<file path="config.mk">
export PLATFORM = sky130hd
export DESIGN_NAME = sack_receive_reorder_tracker
export DESIGN_NICKNAME = d
export VERILOG_FILES = /design/src/rtl/core/sack_pkg.sv /design/src/rtl/core/sack_datapath.sv /design/src/rtl/core/sack_ctrl.sv /design/src/rtl/core/sack_receive_reorder_tracker.sv
export SDC_FILE = /design/constraint.sdc
export NUM_CORES = 1
export LEC_CHECK = 0
export BUFFER_PORTS_ARGS = -buffer_cell sky130_fd_sc_hd__buf_4
export CORE_MARGIN = 4
export CORE_UTILIZATION = 55
export DETAILED_ROUTE_END_ITERATION = 10
export GPL_ROUTABILITY_DRIVEN = 0
export PLACE_DENSITY = 0.75
export SLEW_MARGIN = 10
export SYNTH_ARGS = -nofsm -noshare
export SYNTH_HDL_FRONTEND = slang
export SYNTH_HIERARCHICAL = 1
export SYNTH_SLANG_ARGS = --single-unit
export TNS_END_PERCENT = 1
</file>
<file path="constraint.sdc">
create_clock -name clk -period 25.5 [get_ports clk]
set_clock_uncertainty 0.15 [all_clocks]
set_input_delay 2.55 -clock clk [delete_from_list [all_inputs] [get_ports clk]]
set_output_delay 2.55 -clock clk [all_outputs]
set_load 0.02 [all_outputs]
</file>
<file path="src/rtl/core/sack_pkg.sv">
// ----------------------------------------------------------------------------
// SACK reorder tracker package
// Shared packet-kind codes and controller/datapath command and status types.
// ----------------------------------------------------------------------------
package sack_pkg;

  localparam logic [1:0] FUNC_DATA = 2'd0;
  localparam logic [1:0] FUNC_FIN  = 2'd1;

  typedef struct packed {
    logic load;       // latch input transaction
    logic fin_take;   // record FIN if first
    logic mark;       // set bit of loaded sequence
    logic drop;       // flag loaded sequence as beyond the window
    logic shift;      // release bit 0, advance expected sequence
    logic scan_start; // reset range scanner
    logic scan_step;  // examine next bitmap position
    logic open_rng;   // begin a range at scan position
    logic close_rng;  // finish the open range
    logic emit;       // load output register from current result
    logic emit_fin;   // emit is a FIN acknowledgement
    logic emit_last;  // emitted result is the final one
  } sack_cmd_t;

  typedef struct packed {
    logic is_fin;
    logic is_data;
    logic fin_seen;
    logic in_window;
    logic old_seq;
    logic bit0;
    logic scan_bit;
    logic scan_end;
    logic rng_open;
    logic blocks_full;
    logic emit_final;
    logic out_busy;
  } sack_sts_t;

endpackage

</file>
<file path="src/rtl/core/sack_datapath.sv">
// ----------------------------------------------------------------------------
// SACK reorder tracker datapath
// Held bitmap, expected sequence, range scanner and output register.
// ----------------------------------------------------------------------------
module sack_datapath import sack_pkg::*; #(
  parameter int WINDOW     = 64,
  parameter int MAX_BLOCKS = 4
) (
  input  logic        clk,
  input  logic        rst_n,
  input  logic [1:0]  in_func,
  input  logic [31:0] in_seq,
  input  logic        cfg_we,
  input  logic [15:0] cfg_wdata,
  input  sack_cmd_t   cmd,
  output sack_sts_t   sts,
  output logic        out_valid,
  input  logic        out_ready,
  output logic [31:0] o_cum_ack,
  output logic [15:0] o_avail,
  output logic [4:0]  o_bcount,
  output logic        o_bvalid,
  output logic [31:0] o_bstart,
  output logic [31:0] o_bend,
  output logic [6:0]  o_released,
  output logic        o_dropped,
  output logic        o_is_fin,
  output logic [31:0] o_fin_ack,
  output logic        o_last
);

  localparam int IW = $clog2(WINDOW);
  localparam int CW = $clog2(WINDOW + 1);
  localparam int BW = $clog2(MAX_BLOCKS + 1);
  localparam int KW = (MAX_BLOCKS > 1) ? $clog2(MAX_BLOCKS) : 1;

  logic [15:0]       win_r;
  logic [31:0]       exp_r;
  logic [WINDOW-1:0] map_r;
  logic [CW-1:0]     held_r;
  logic              fin_seen_r;
  logic [31:0]       fin_seq_r;
  logic [1:0]        func_r;
  logic [31:0]       seq_r;
  logic [6:0]        rel_r;
  logic              drop_r;
  logic [IW:0]       pos_r;
  logic              open_r;
  logic [IW-1:0]     rstart_r;
  logic [BW-1:0]     nb_r;
  logic [BW-1:0]     eidx_r;
  logic [IW-1:0]     rs_r [MAX_BLOCKS];
  logic [IW-1:0]     re_r [MAX_BLOCKS];
  logic              ov_r;

  logic [31:0] diff;
  logic [IW-1:0] pos_i;
  logic [15:0] avail;
  logic [16:0] wsub;
  logic [KW-1:0] wr_k;
  logic [KW-1:0] sel_k;

  assign diff  = seq_r - exp_r;
  assign pos_i = pos_r[IW-1:0];
  assign wsub  = {1'b0, win_r} - 17'(held_r);
  assign avail = (wsub[16] || wsub[15:0] <= 16'd1) ? 16'd1 : wsub[15:0];
  assign wr_k  = nb_r[KW-1:0];
  assign sel_k = eidx_r[KW-1:0];

  always_comb begin
    sts.is_fin      = (func_r == FUNC_FIN);
    sts.is_data     = (func_r == FUNC_DATA);
    sts.fin_seen    = fin_seen_r;
    sts.old_seq     = seq_r < exp_r;
    sts.in_window   = diff < 32'(WINDOW);
    sts.bit0        = map_r[0];
    sts.scan_bit    = map_r[pos_i];
    sts.scan_end    = pos_r == (IW+1)'(WINDOW);
    sts.rng_open    = open_r;
    sts.blocks_full = nb_r == BW'(MAX_BLOCKS);
    sts.emit_final  = (nb_r == '0) || (BW'(eidx_r + 1'b1) == nb_r);
    sts.out_busy    = ov_r && !out_ready;
  end

  always_ff @(posedge clk) begin
    if (!rst_n) begin
      win_r <= 16'd64; exp_r <= 32'd1; map_r <= '0; held_r <= '0;
      fin_seen_r <= 1'b0; fin_seq_r <= '0; ov_r <= 1'b0;
    end else begin
      if (cfg_we) win_r <= cfg_wdata;
      if (ov_r && out_ready) ov_r <= 1'b0;
      if (cmd.fin_take && !fin_seen_r) begin
        fin_seen_r <= 1'b1; fin_seq_r <= seq_r;
      end
      if (cmd.mark && !map_r[diff[IW-1:0]]) begin
        map_r[diff[IW-1:0]] <= 1'b1;
        held_r <= held_r + 1'b1;
      end
      if (cmd.shift) begin
        map_r  <= map_r >> 1;
        held_r <= held_r - 1'b1;
        exp_r  <= exp_r + 32'd1;
      end
      if (cmd.emit) ov_r <= 1'b1;
    end
  end

  always_ff @(posedge clk) begin
    if (cmd.load) begin
      func_r <= in_func; seq_r <= in_seq; rel_r <= '0; drop_r <= 1'b0;
    end
    if (cmd.drop) drop_r <= 1'b1;
    if (cmd.shift && rel_r != 7'd127) rel_r <= rel_r + 7'd1;
    if (cmd.scan_start) begin
      pos_r <= (IW+1)'(1); open_r <= 1'b0; nb_r <= '0; eidx_r <= '0;
    end
    if (cmd.scan_step) pos_r <= pos_r + 1'b1;
    if (cmd.open_rng) begin
      open_r <= 1'b1; rstart_r <= pos_i;
    end
    // keep range bounds as offsets from the expected sequence
    if (cmd.close_rng) begin
      open_r      <= 1'b0;
      nb_r        <= nb_r + 1'b1;
      rs_r[wr_k]  <= rstart_r;
      re_r[wr_k]  <= IW'(pos_r - 1'b1);
    end
    if (cmd.emit) begin
      o_cum_ack  <= exp_r - 32'd1;
      o_last     <= cmd.emit_last;
      o_is_fin   <= cmd.emit_fin;
      if (cmd.emit_fin) begin
        o_avail <= (win_r == 16'd0) ? 16'd1 : win_r;
        o_bcount <= '0; o_bvalid <= 1'b0; o_bstart <= '0; o_bend <= '0;
        o_released <= '0; o_dropped <= 1'b0;
        o_fin_ack <= (fin_seen_r ? fin_seq_r : seq_r) + 32'd1;
      end else begin
        o_avail    <= avail;
        o_bcount   <= 5'(nb_r);
        o_bvalid   <= nb_r != '0;
        o_bstart   <= (nb_r != '0) ? exp_r + 32'(rs_r[sel_k]) : 32'd0;
        o_bend     <= (nb_r != '0) ? exp_r + 32'(re_r[sel_k]) : 32'd0;
        o_released <= rel_r;
        o_dropped  <= drop_r;
        o_fin_ack  <= '0;
        eidx_r     <= eidx_r + 1'b1;
      end
    end
  end

  assign out_valid = ov_r;

endmodule

</file>
<file path="src/rtl/core/sack_ctrl.sv">
// ----------------------------------------------------------------------------
// SACK reorder tracker controller
// Sequences mark, release, range scan and result emission.
// ----------------------------------------------------------------------------
module sack_ctrl import sack_pkg::*; (
  input  logic      clk,
  input  logic      rst_n,
  input  logic      in_valid,
  output logic      in_ready,
  input  sack_sts_t sts,
  output sack_cmd_t cmd
);

  typedef enum logic [2:0] {S_IDLE, S_DECODE, S_RELEASE, S_SCAN, S_EMIT} state_t;
  state_t state_r, state_nxt;

  assign in_ready = (state_r == S_IDLE);

  always_comb begin
    cmd = '0;
    state_nxt = state_r;
    case (state_r)
      S_IDLE: begin
        if (in_valid) begin
          cmd.load = 1'b1; state_nxt = S_DECODE;
        end
      end
      S_DECODE: begin
        if (sts.is_fin) begin
          if (!sts.out_busy) begin
            cmd.fin_take = 1'b1; cmd.emit = 1'b1; cmd.emit_fin = 1'b1;
            cmd.emit_last = 1'b1; state_nxt = S_IDLE;
          end
        end else if (!sts.is_data || sts.fin_seen) begin
          state_nxt = S_IDLE;
        end else begin
          cmd.mark = !sts.old_seq && sts.in_window;
          cmd.drop = !sts.old_seq && !sts.in_window;
          state_nxt = S_RELEASE;
        end
      end
      S_RELEASE: begin
        if (sts.bit0) cmd.shift = 1'b1;
        else begin
          cmd.scan_start = 1'b1; state_nxt = S_SCAN;
        end
      end
      S_SCAN: begin
        if (sts.blocks_full) begin
          state_nxt = S_EMIT;
        end else if (sts.scan_end) begin
          if (sts.rng_open) cmd.close_rng = 1'b1;
          state_nxt = S_EMIT;
        end else begin
          if (sts.rng_open && !sts.scan_bit) cmd.close_rng = 1'b1;
          if (!sts.rng_open && sts.scan_bit) cmd.open_rng = 1'b1;
          cmd.scan_step = 1'b1;
        end
      end
      S_EMIT: begin
        // send stored ranges lowest first, or the single empty ack
        if (!sts.out_busy) begin
          cmd.emit = 1'b1;
          cmd.emit_last = sts.emit_final;
          if (sts.emit_final) state_nxt = S_IDLE;
        end
      end
      default: state_nxt = S_IDLE;
    endcase
  end

  always_ff @(posedge clk) begin
    if (!rst_n) state_r <= S_IDLE;
    else        state_r <= state_nxt;
  end

endmodule

</file>
<file path="src/rtl/core/sack_receive_reorder_tracker.sv">
// ----------------------------------------------------------------------------
// SACK receive reorder tracker
// Tracks in-order delivery and held out-of-order packets; emits SACK acks.
// ----------------------------------------------------------------------------
// One packet transaction at a time. A data transaction runs decode, release of
// each in-order packet, the range scan and one emitted beat per SACK range (one
// when there is none), plus output stalls; the range scan stops early once
// MAX_BLOCKS ranges are found. A FIN or an ignored transaction ends at decode,
// a FIN held there while the output register is still full. The held bitmap
// is walked one position per cycle by the range scanner.
module sack_receive_reorder_tracker import sack_pkg::*; #(
  parameter int WINDOW     = 64,
  parameter int MAX_BLOCKS = 4
) (
  input  logic          clk,
  input  logic          rst_n,
  input  logic          cfg_we,
  input  logic [15:0]   cfg_wdata,      // recv_window
  input  logic          in_tvalid,
  output logic          in_tready,
  input  logic [1:0]    in_tuser,       // func
  input  logic [31:0]   in_tdata,       // seq
  output logic          out_tvalid,
  input  logic          out_tready,
  output logic          out_tlast,
  output logic [159:0]  out_tdata       // cum_ack, avail_window, block_count,
                                        // block_valid, block_start, block_end,
                                        // released_count, dropped, is_fin_ack,
                                        // fin_ack, pad
);
  sack_cmd_t cmd;
  sack_sts_t sts;
  logic [31:0] cum, bs, be, fa;
  logic [15:0] av;
  logic [4:0]  bc;
  logic [6:0]  rel;
  logic        bv, dr, fi;

  sack_ctrl u_ctrl (.clk, .rst_n, .in_valid(in_tvalid), .in_ready(in_tready),
                    .sts, .cmd);

  sack_datapath #(.WINDOW(WINDOW), .MAX_BLOCKS(MAX_BLOCKS)) u_dp (
    .clk, .rst_n, .in_func(in_tuser), .in_seq(in_tdata), .cfg_we, .cfg_wdata,
    .cmd, .sts, .out_valid(out_tvalid), .out_ready(out_tready),
    .o_cum_ack(cum), .o_avail(av), .o_bcount(bc), .o_bvalid(bv),
    .o_bstart(bs), .o_bend(be), .o_released(rel), .o_dropped(dr),
    .o_is_fin(fi), .o_fin_ack(fa), .o_last(out_tlast));

  assign out_tdata = {1'b0, fa, fi, dr, rel, be, bs, bv, bc, av, cum};

`ifndef SYNTH
  a_ready_idle: assert property (@(posedge clk) disable iff (!rst_n)
    in_tvalid && in_tready |=> !in_tready) else $error("accepted while busy");
  a_fin_last: assert property (@(posedge clk) disable iff (!rst_n)
    out_tvalid && out_tdata[126] |-> out_tlast) else $error("fin ack not last");
`endif

endmodule

</file>
==> impl_metrics.yaml, run 1 <==
clock_network:
  clock_latency_ps: 580
  cts_buffer_depth: 3
  cts-htree-levels: 2
  cts_tree: "done"
  post_cts_resized: 0
  path_clk_slew_ps: 60
  ctsHoldBuffers: 0
  cts_root_buf: "clkbuf_16"
  cts_buffers: 45
  post-cts-setup-buffers: 0
  cts.sinks: 424
setup_path:
  crit_family: "simple AND/OR/NAND/NOR gates"
  crit_type: "register to register"
  cp_slowest_cell: "nor4b_1"
  crit_fanout: 13
  cp-start-kind: "register"
  timing.critical_path.buf_inv: 1
  r2r-start: "u_dp/exp_r[6]"
  endpoint_kind: "register"
  r2r.worst_path.cells: 16
  ff2ff_setup_slack_ps: 19370
  crit_top_cell: "a21oi_1"
  r2r_end: "u_dp/map_r[21]"
  critical_path_required_ps: 25860
  critPathMaxStageDelay_ps: 880
  worstPathCellList: "clkinv_1, ha_1, a21oi_1, or2_2, and3_1, a21boi_0, a21oi_1, xnor2_1, nor4_1, nand4_1, nor3_1, and4b_2, nand2_1, nor4b_1, a21oi_1, a21oi_1"
  arrival_ps: 6490
status:
  outcome: "complete, no violations"
global_routing:
  grt_pass1_vias: 17500
  grt_pass1_wl_mm: 94.4
  antenna_found_initial: 0
  grt_use_total: 0.262
  grt-ovfl-total: 0
  grt_start_max_net_pins: 97
floorplan:
  io_pins: 218
  initial_core_util: 0.559
  die_y_um: 212
  die_area_um2: 45000
  die_x_um: 212
  core_um2: 41000
  row_count: 74
place:
  hpwl_mm: 43.2
  dp_cells: 2876
  io_buffers: 214
layout:
  syn_to_final_growth_pct: 14.6
  fin_nets: 2519
  fin_cells: 2959
  antenna_cells: 0
  drive_gt1_frac: 0.165
synthesis:
  async_flop_share: 0
  syn_inst: 2251
  syn_area_um2: 22900
  synth_flop_cell: "edfxtp_1"
  synthTopCellsByCount: "edfxtp_1 (263), nor2_1 (217), a21oi_1 (194), nand2_1 (190), dfxtp_1 (161)"
  synth-edff-count: 263
  syn_avg_cell_area_um2: 10.2
  yosysMostFrequentCell: "edfxtp_1"
  ys_warn_count: 6
  synth_largest_area_cell: "edfxtp_1"
  synthTopCellsByArea: "edfxtp_1 (34%), dfxtp_1 (14%), mux4_2 (4.7%)"
  synth-seq-cells: 424
  synth_top_cell_area_share: 0.344
  ys_seq_area_frac: 0.485
  ys_types: 87
detailed_routing:
  drtIter0Drc: 1778
  vias_per_cell: 6.10
  drt.antenna.violating_nets: 0
  routed_wl_mm: 60.6
  drc: 0
  wl_per_cell_um: 20.5
  firstDrtPassIters: 6
  vias: 18000
sta:
  fmax_mhz: 163
  drv_slew: 0
  finalHoldViolCount: 0
  tns_ps: 0
  finalCriticalPeriod_ps: 6130
  worst_slew_pin_slew_ps: 1200
  final.period_utilization: 0.240
  rsz0062_at_grt: "no"
  slew_headroom: 0.199
  setup_viol_count_final: 0
power:
  peakVddDrop_mv: 0.0630
  powerDensity_nw_per_um2: 63.9
  leakage_nw: 9.42
hold_path:
  min_to: "u_dp/drop_r"
  hold_class: "register to register"
  whs_path_depth: 1
  holdCritStartpoint: "u_dp/drop_r"
run:
  maxCapViolCount: 0
-- sequential cells by signal, summed over array words and instances, names as in the netlist, 16 cells and up --
register	flops
u_dp/re_r	24
u_dp/rs_r	24
u_dp/exp_r	32
u_dp/map_r	64
u_dp/o_bend	32
u_dp/fin_seq_r	32
u_dp/o_cum_ack	32
u_dp/win_r	16
u_dp/o_fin_ack	32
u_dp/o_bstart	32
u_dp/seq_r	32
u_dp/o_avail	16
-- cells in the final DEF, fill, tap and decap left out, types with 10 or more instances in the layout --
cell type / n
edfxtp_1: 263
buf_4: 228
nor2_1: 217
a21oi_1: 194
nand2_1: 190
dfxtp_1: 160
o21ai_0: 134
xnor2_1: 117
inv_1: 73
ha_1: 68
mux2i_1: 66
nor3_1: 61
nand3_1: 51
or3_1: 49
mux4_2: 48
clkbuf_16: 47
nand4_1: 31
nor2b_1: 29
xor2_1: 25
nand2b_1: 24
and2_1: 24
nor4_1: 21
and3_1: 21
a21o_1: 19
clkinv_1: 14
o21a_1: 14
clkbuf_1: 10
or2_2: 10
a31oi_1: 10
-- worst max-delay path by stage --
stage | startpoint | to | slack, ps | cells past startpoint
3_3_place_gp | u_dp/exp_r[7] | u_dp/map_r[22] | 19760 | 16
5_1_grt | u_dp/exp_r[6] | u_dp/map_r[21] | 18890 | 16
2_1_floorplan | out_tready | u_dp/eidx_r[0] | 9870 | 5
3_5_place_dp | u_dp/exp_r[7] | u_dp/map_r[21] | 19610 | 16
6_report | u_dp/exp_r[6] | u_dp/map_r[21] | 19370 | 16
4_1_cts | u_dp/exp_r[6] | u_dp/map_r[21] | 19600 | 16
-- where the power goes --
group          internal (mW)  switching, mW  leakage [nW]
clock network          0.406          0.270         0.745
registers              0.750         0.0214          3.72
logic                 0.0958          0.136          4.95
total                   1.25          0.428          9.42
-- through the flow --
| step | utilization | area, µm² | hold slack, ps | setup WS, ps | total power, mW |
|---|---|---|---|---|---|
| 2_1_floorplan | - | 22900 | 268 | 9870 | 0.946 |
| 3_3_place_gp | 0.604 | 24800 | 279 | 19760 | 1.01 |
| 3_5_place_dp | 0.604 | 24800 | 288 | 19610 | 1.02 |
| 4_1_cts | 0.641 | 26300 | 299 | 19600 | 1.69 |
| 5_1_grt | 0.641 | 26300 | 331 | 18890 | 1.74 |
| 6_report | 0.641 | 26300 | 297 | 19370 | 1.68 |
-- area by class of cell --
cell class	instances	area [µm²]
clock buffers	63	1300
clock inverters	20	238
fillers	3215	14700
inverters	84	317
multi-input cells	1608	10900
flip-flops and latches	424	11100
well taps	532	666
repair buffers	228	1710
-- cell families after synthesis --
logic type      synth area share
xor+xnor                  0.0546
other cells             0.000327
buf+inv                   0.0393
mux                       0.0795
fa+ha+maj                 0.0415
compound gates             0.133
flops                      0.485
simple gates               0.167
-- routing by layer --
metal,up-vias,part of all wire,global-route usage
met5,-,0,0
met4,0,0.037,0.0980
met3,147,0.070,0.0359
met2,806,0.50,0.455
met1,8604,0.39,0.336
li1,8479,-,-
No activity file was read; power rests on OpenSTA's default activity.
==> run 2, diff against run 1 <==
Clock period 25.5 ns to 6.25 ns, I/O delays scaled along.
==> run 2 against run 1 <==
Effect of this change:
- critical path depth is 1 lower
- global-route usage is 0.058 points higher
- register-to-register slack worse by 19000 ps
- total power grew to 4.1 times the previous value
- count of clock-buffer cells in the layout is 3 lower
- sequential power grew to 4.1 times the previous value
==> impl_metrics.yaml, run 2 (synthesis results as in run 1) <==
layout:
  regArea_um2: 11100
  nFillCells: 3225
  most-common-layout-cells: "edfxtp_1 (263), buf_4 (235), nor2_1 (217)"
  syn_to_final_growth_pct: 15.1
  multi_input_area_um2: 11000
  fin_nets: 2527
  regMostFlops: "u_dp/map_r"
  antenna_cells: 0
  drive_gt1_frac: 0.172
  layout_commonest_cell: "edfxtp_1"
  largest_reg_flops: 64
setup_path:
  r2r.worst_path.cells: 15
  ff2ff_setup_slack_ps: 210
  crit_type: "register to register"
  r2r_end: "u_dp/map_r[32]"
  critical_path_required_ps: 6550
  arrival_ps: 6340
  cp-start-kind: "register"
  crit_fanout: 16
  r2r-start: "u_dp/exp_r[2]"
  endpoint_kind: "register"
sta:
  rsz0062_at_grt: "no"
  layout_setup_ws_ps: 213
  slew_headroom: 0.234
  worst_slew_pin_slew_ps: 1150
  final.period_utilization: 0.966
  drv_slew: 0
  finalCriticalPeriod_ps: 6040
  fmax_mhz: 166
  tns_ps: 0
  setup_viol_count_final: 0
  finalHoldViolCount: 0
floorplan:
  core_um2: 41000
  die_area_um2: 45000
  io_pins: 218
  die_y_um: 212
  initial_core_util: 0.559
  row_count: 74
  die_x_um: 212
power:
  seqPwrFrac: 0.458
  total_power_mw: 6.90
  leakage_nw: 9.48
  power.share.switching: 0.259
  pwr-share-comb: 0.136
  peakVddDrop_mv: 0.189
  p_int_mw: 5.11
  switching_power_mw: 1.79
  p_clk_frac: 0.406
  powerDensity_nw_per_um2: 261
global_routing:
  grt_pass1_wl_mm: 95.1
  grt_pass1_vias: 17600
  antenna_found_initial: 1
  grt-ovfl-total: 0
  grt_start_max_net_pins: 86
  grt_use_total: 0.262
clock_network:
  path_clk_slew_ps: 60
  clock_latency_ps: 580
  cts_buffer_depth: 3
  post-cts-setup-buffers: 0
  cts_buffers: 46
  cts.sinks: 424
  cts_root_buf: "clkbuf_16"
  cts_tree: "done"
  cts-htree-levels: 2
  post_cts_resized: 0
  ctsHoldBuffers: 0
hold_path:
  hold_class: "primary input to register"
  holdCritStartpoint: "in_tdata[5]"
  whs_path_depth: 1
  min_to: "u_dp/seq_r[5]"
detailed_routing:
  vias_per_cell: 6.13
  wl_per_cell_um: 20.6
  routed_wl_mm: 61.1
  firstDrtPassIters: 6
  drtIter0Drc: 1792
  vias: 18200
  drt.antenna.violating_nets: 0
  drc: 0
place:
  dp_slack_ps: 374
  io_buffers: 214
  hpwl_mm: 43.6
status:
  outcome: "complete, no violations"
run:
  maxCapViolCount: 0
## run 2: cell count changes in the layout (fill, tap and decap cells not counted), moves of 2 or more
| cell | delta |
|---|---|
| buf_4 | +7 |
| clkbuf_1 | -4 |
| clkinv_2 | +4 |
| clkinv_1 | -3 |
| clkbuf_16 | +2 |
| clkinvlp_4 | +2 |
| inv_6 | +2 |
## run 2: how the worst max path moves through the flow
stage | slack, ps | cells past startpoint | endpoint | from
finish | 210 | 15 | u_dp/map_r[32] | u_dp/exp_r[2]
CTS | 270 | 15 | u_dp/map_r[32] | u_dp/exp_r[7]
global route | 140 | 17 | u_dp/map_r[60] | u_dp/exp_r[2]
global placement | 630 | 15 | u_dp/map_r[54] | u_dp/exp_r[7]
floorplan | 580 | 5 | u_dp/eidx_r[0] | out_tready
detailed placement | 370 | 15 | u_dp/map_r[32] | u_dp/exp_r[7]
## run 2: final cells by class
class | instances | area share
Tap cell | 532 | 0.0252
Timing Repair Buffer | 235 | 0.0668
Multi-Input combinational cell | 1608 | 0.415
Clock buffer | 60 | 0.0499
Inverter | 84 | 0.0120
Sequential cell | 424 | 0.421
Clock inverter | 25 | 0.00976
## run 2: through the flow
step | cell area, µm² | hold slack [ps] | instances | util
after detailed placement | 24800 | 289 | 2883 | 0.605
after global routing | 26400 | 55.7 | 2968 | 0.644
final | 26400 | 75.6 | 2968 | 0.644
after CTS | 26400 | 44.9 | 2968 | 0.643
after floorplan | 23000 | 268 | 2252 | -
after global placement | 24800 | 279 | 2883 | 0.605
## run 2: power groups by stage
stage	Combinational, mW	Sequential (mW)	Clock [mW]
5_1_grt	1.02	3.17	2.97
4_1_cts	0.928	3.16	2.85
6_report	0.938	3.16	2.80
3_5_place_dp	0.921	3.22	0
2_1_floorplan	0.657	3.20	0
3_3_place_gp	0.899	3.22	0
## run 2: routing by layer
layer,track usage,part of all wire,vias to the layer above
li1,-,-,8512
met1,0.334,0.39,8710
met2,0.451,0.50,786
met3,0.0410,0.071,174
met4,0.107,0.043,0
met5,0,0,-
## run 2: worst max-delay path, stage by stage, from the launching register on
cell and delay (ps):
dfxtp_1 500, inv_1 170, ha_1 420, nor2b_1 200, o2111ai_1 420, a21oi_1 200, o211ai_1 420, a221oi_4 190
a2111o_1 450, a2111oi_0 610, nand4_1 170, nor3_1 560, and4b_2 420, o21ai_2 90, or4_4 600, o32ai_1 340
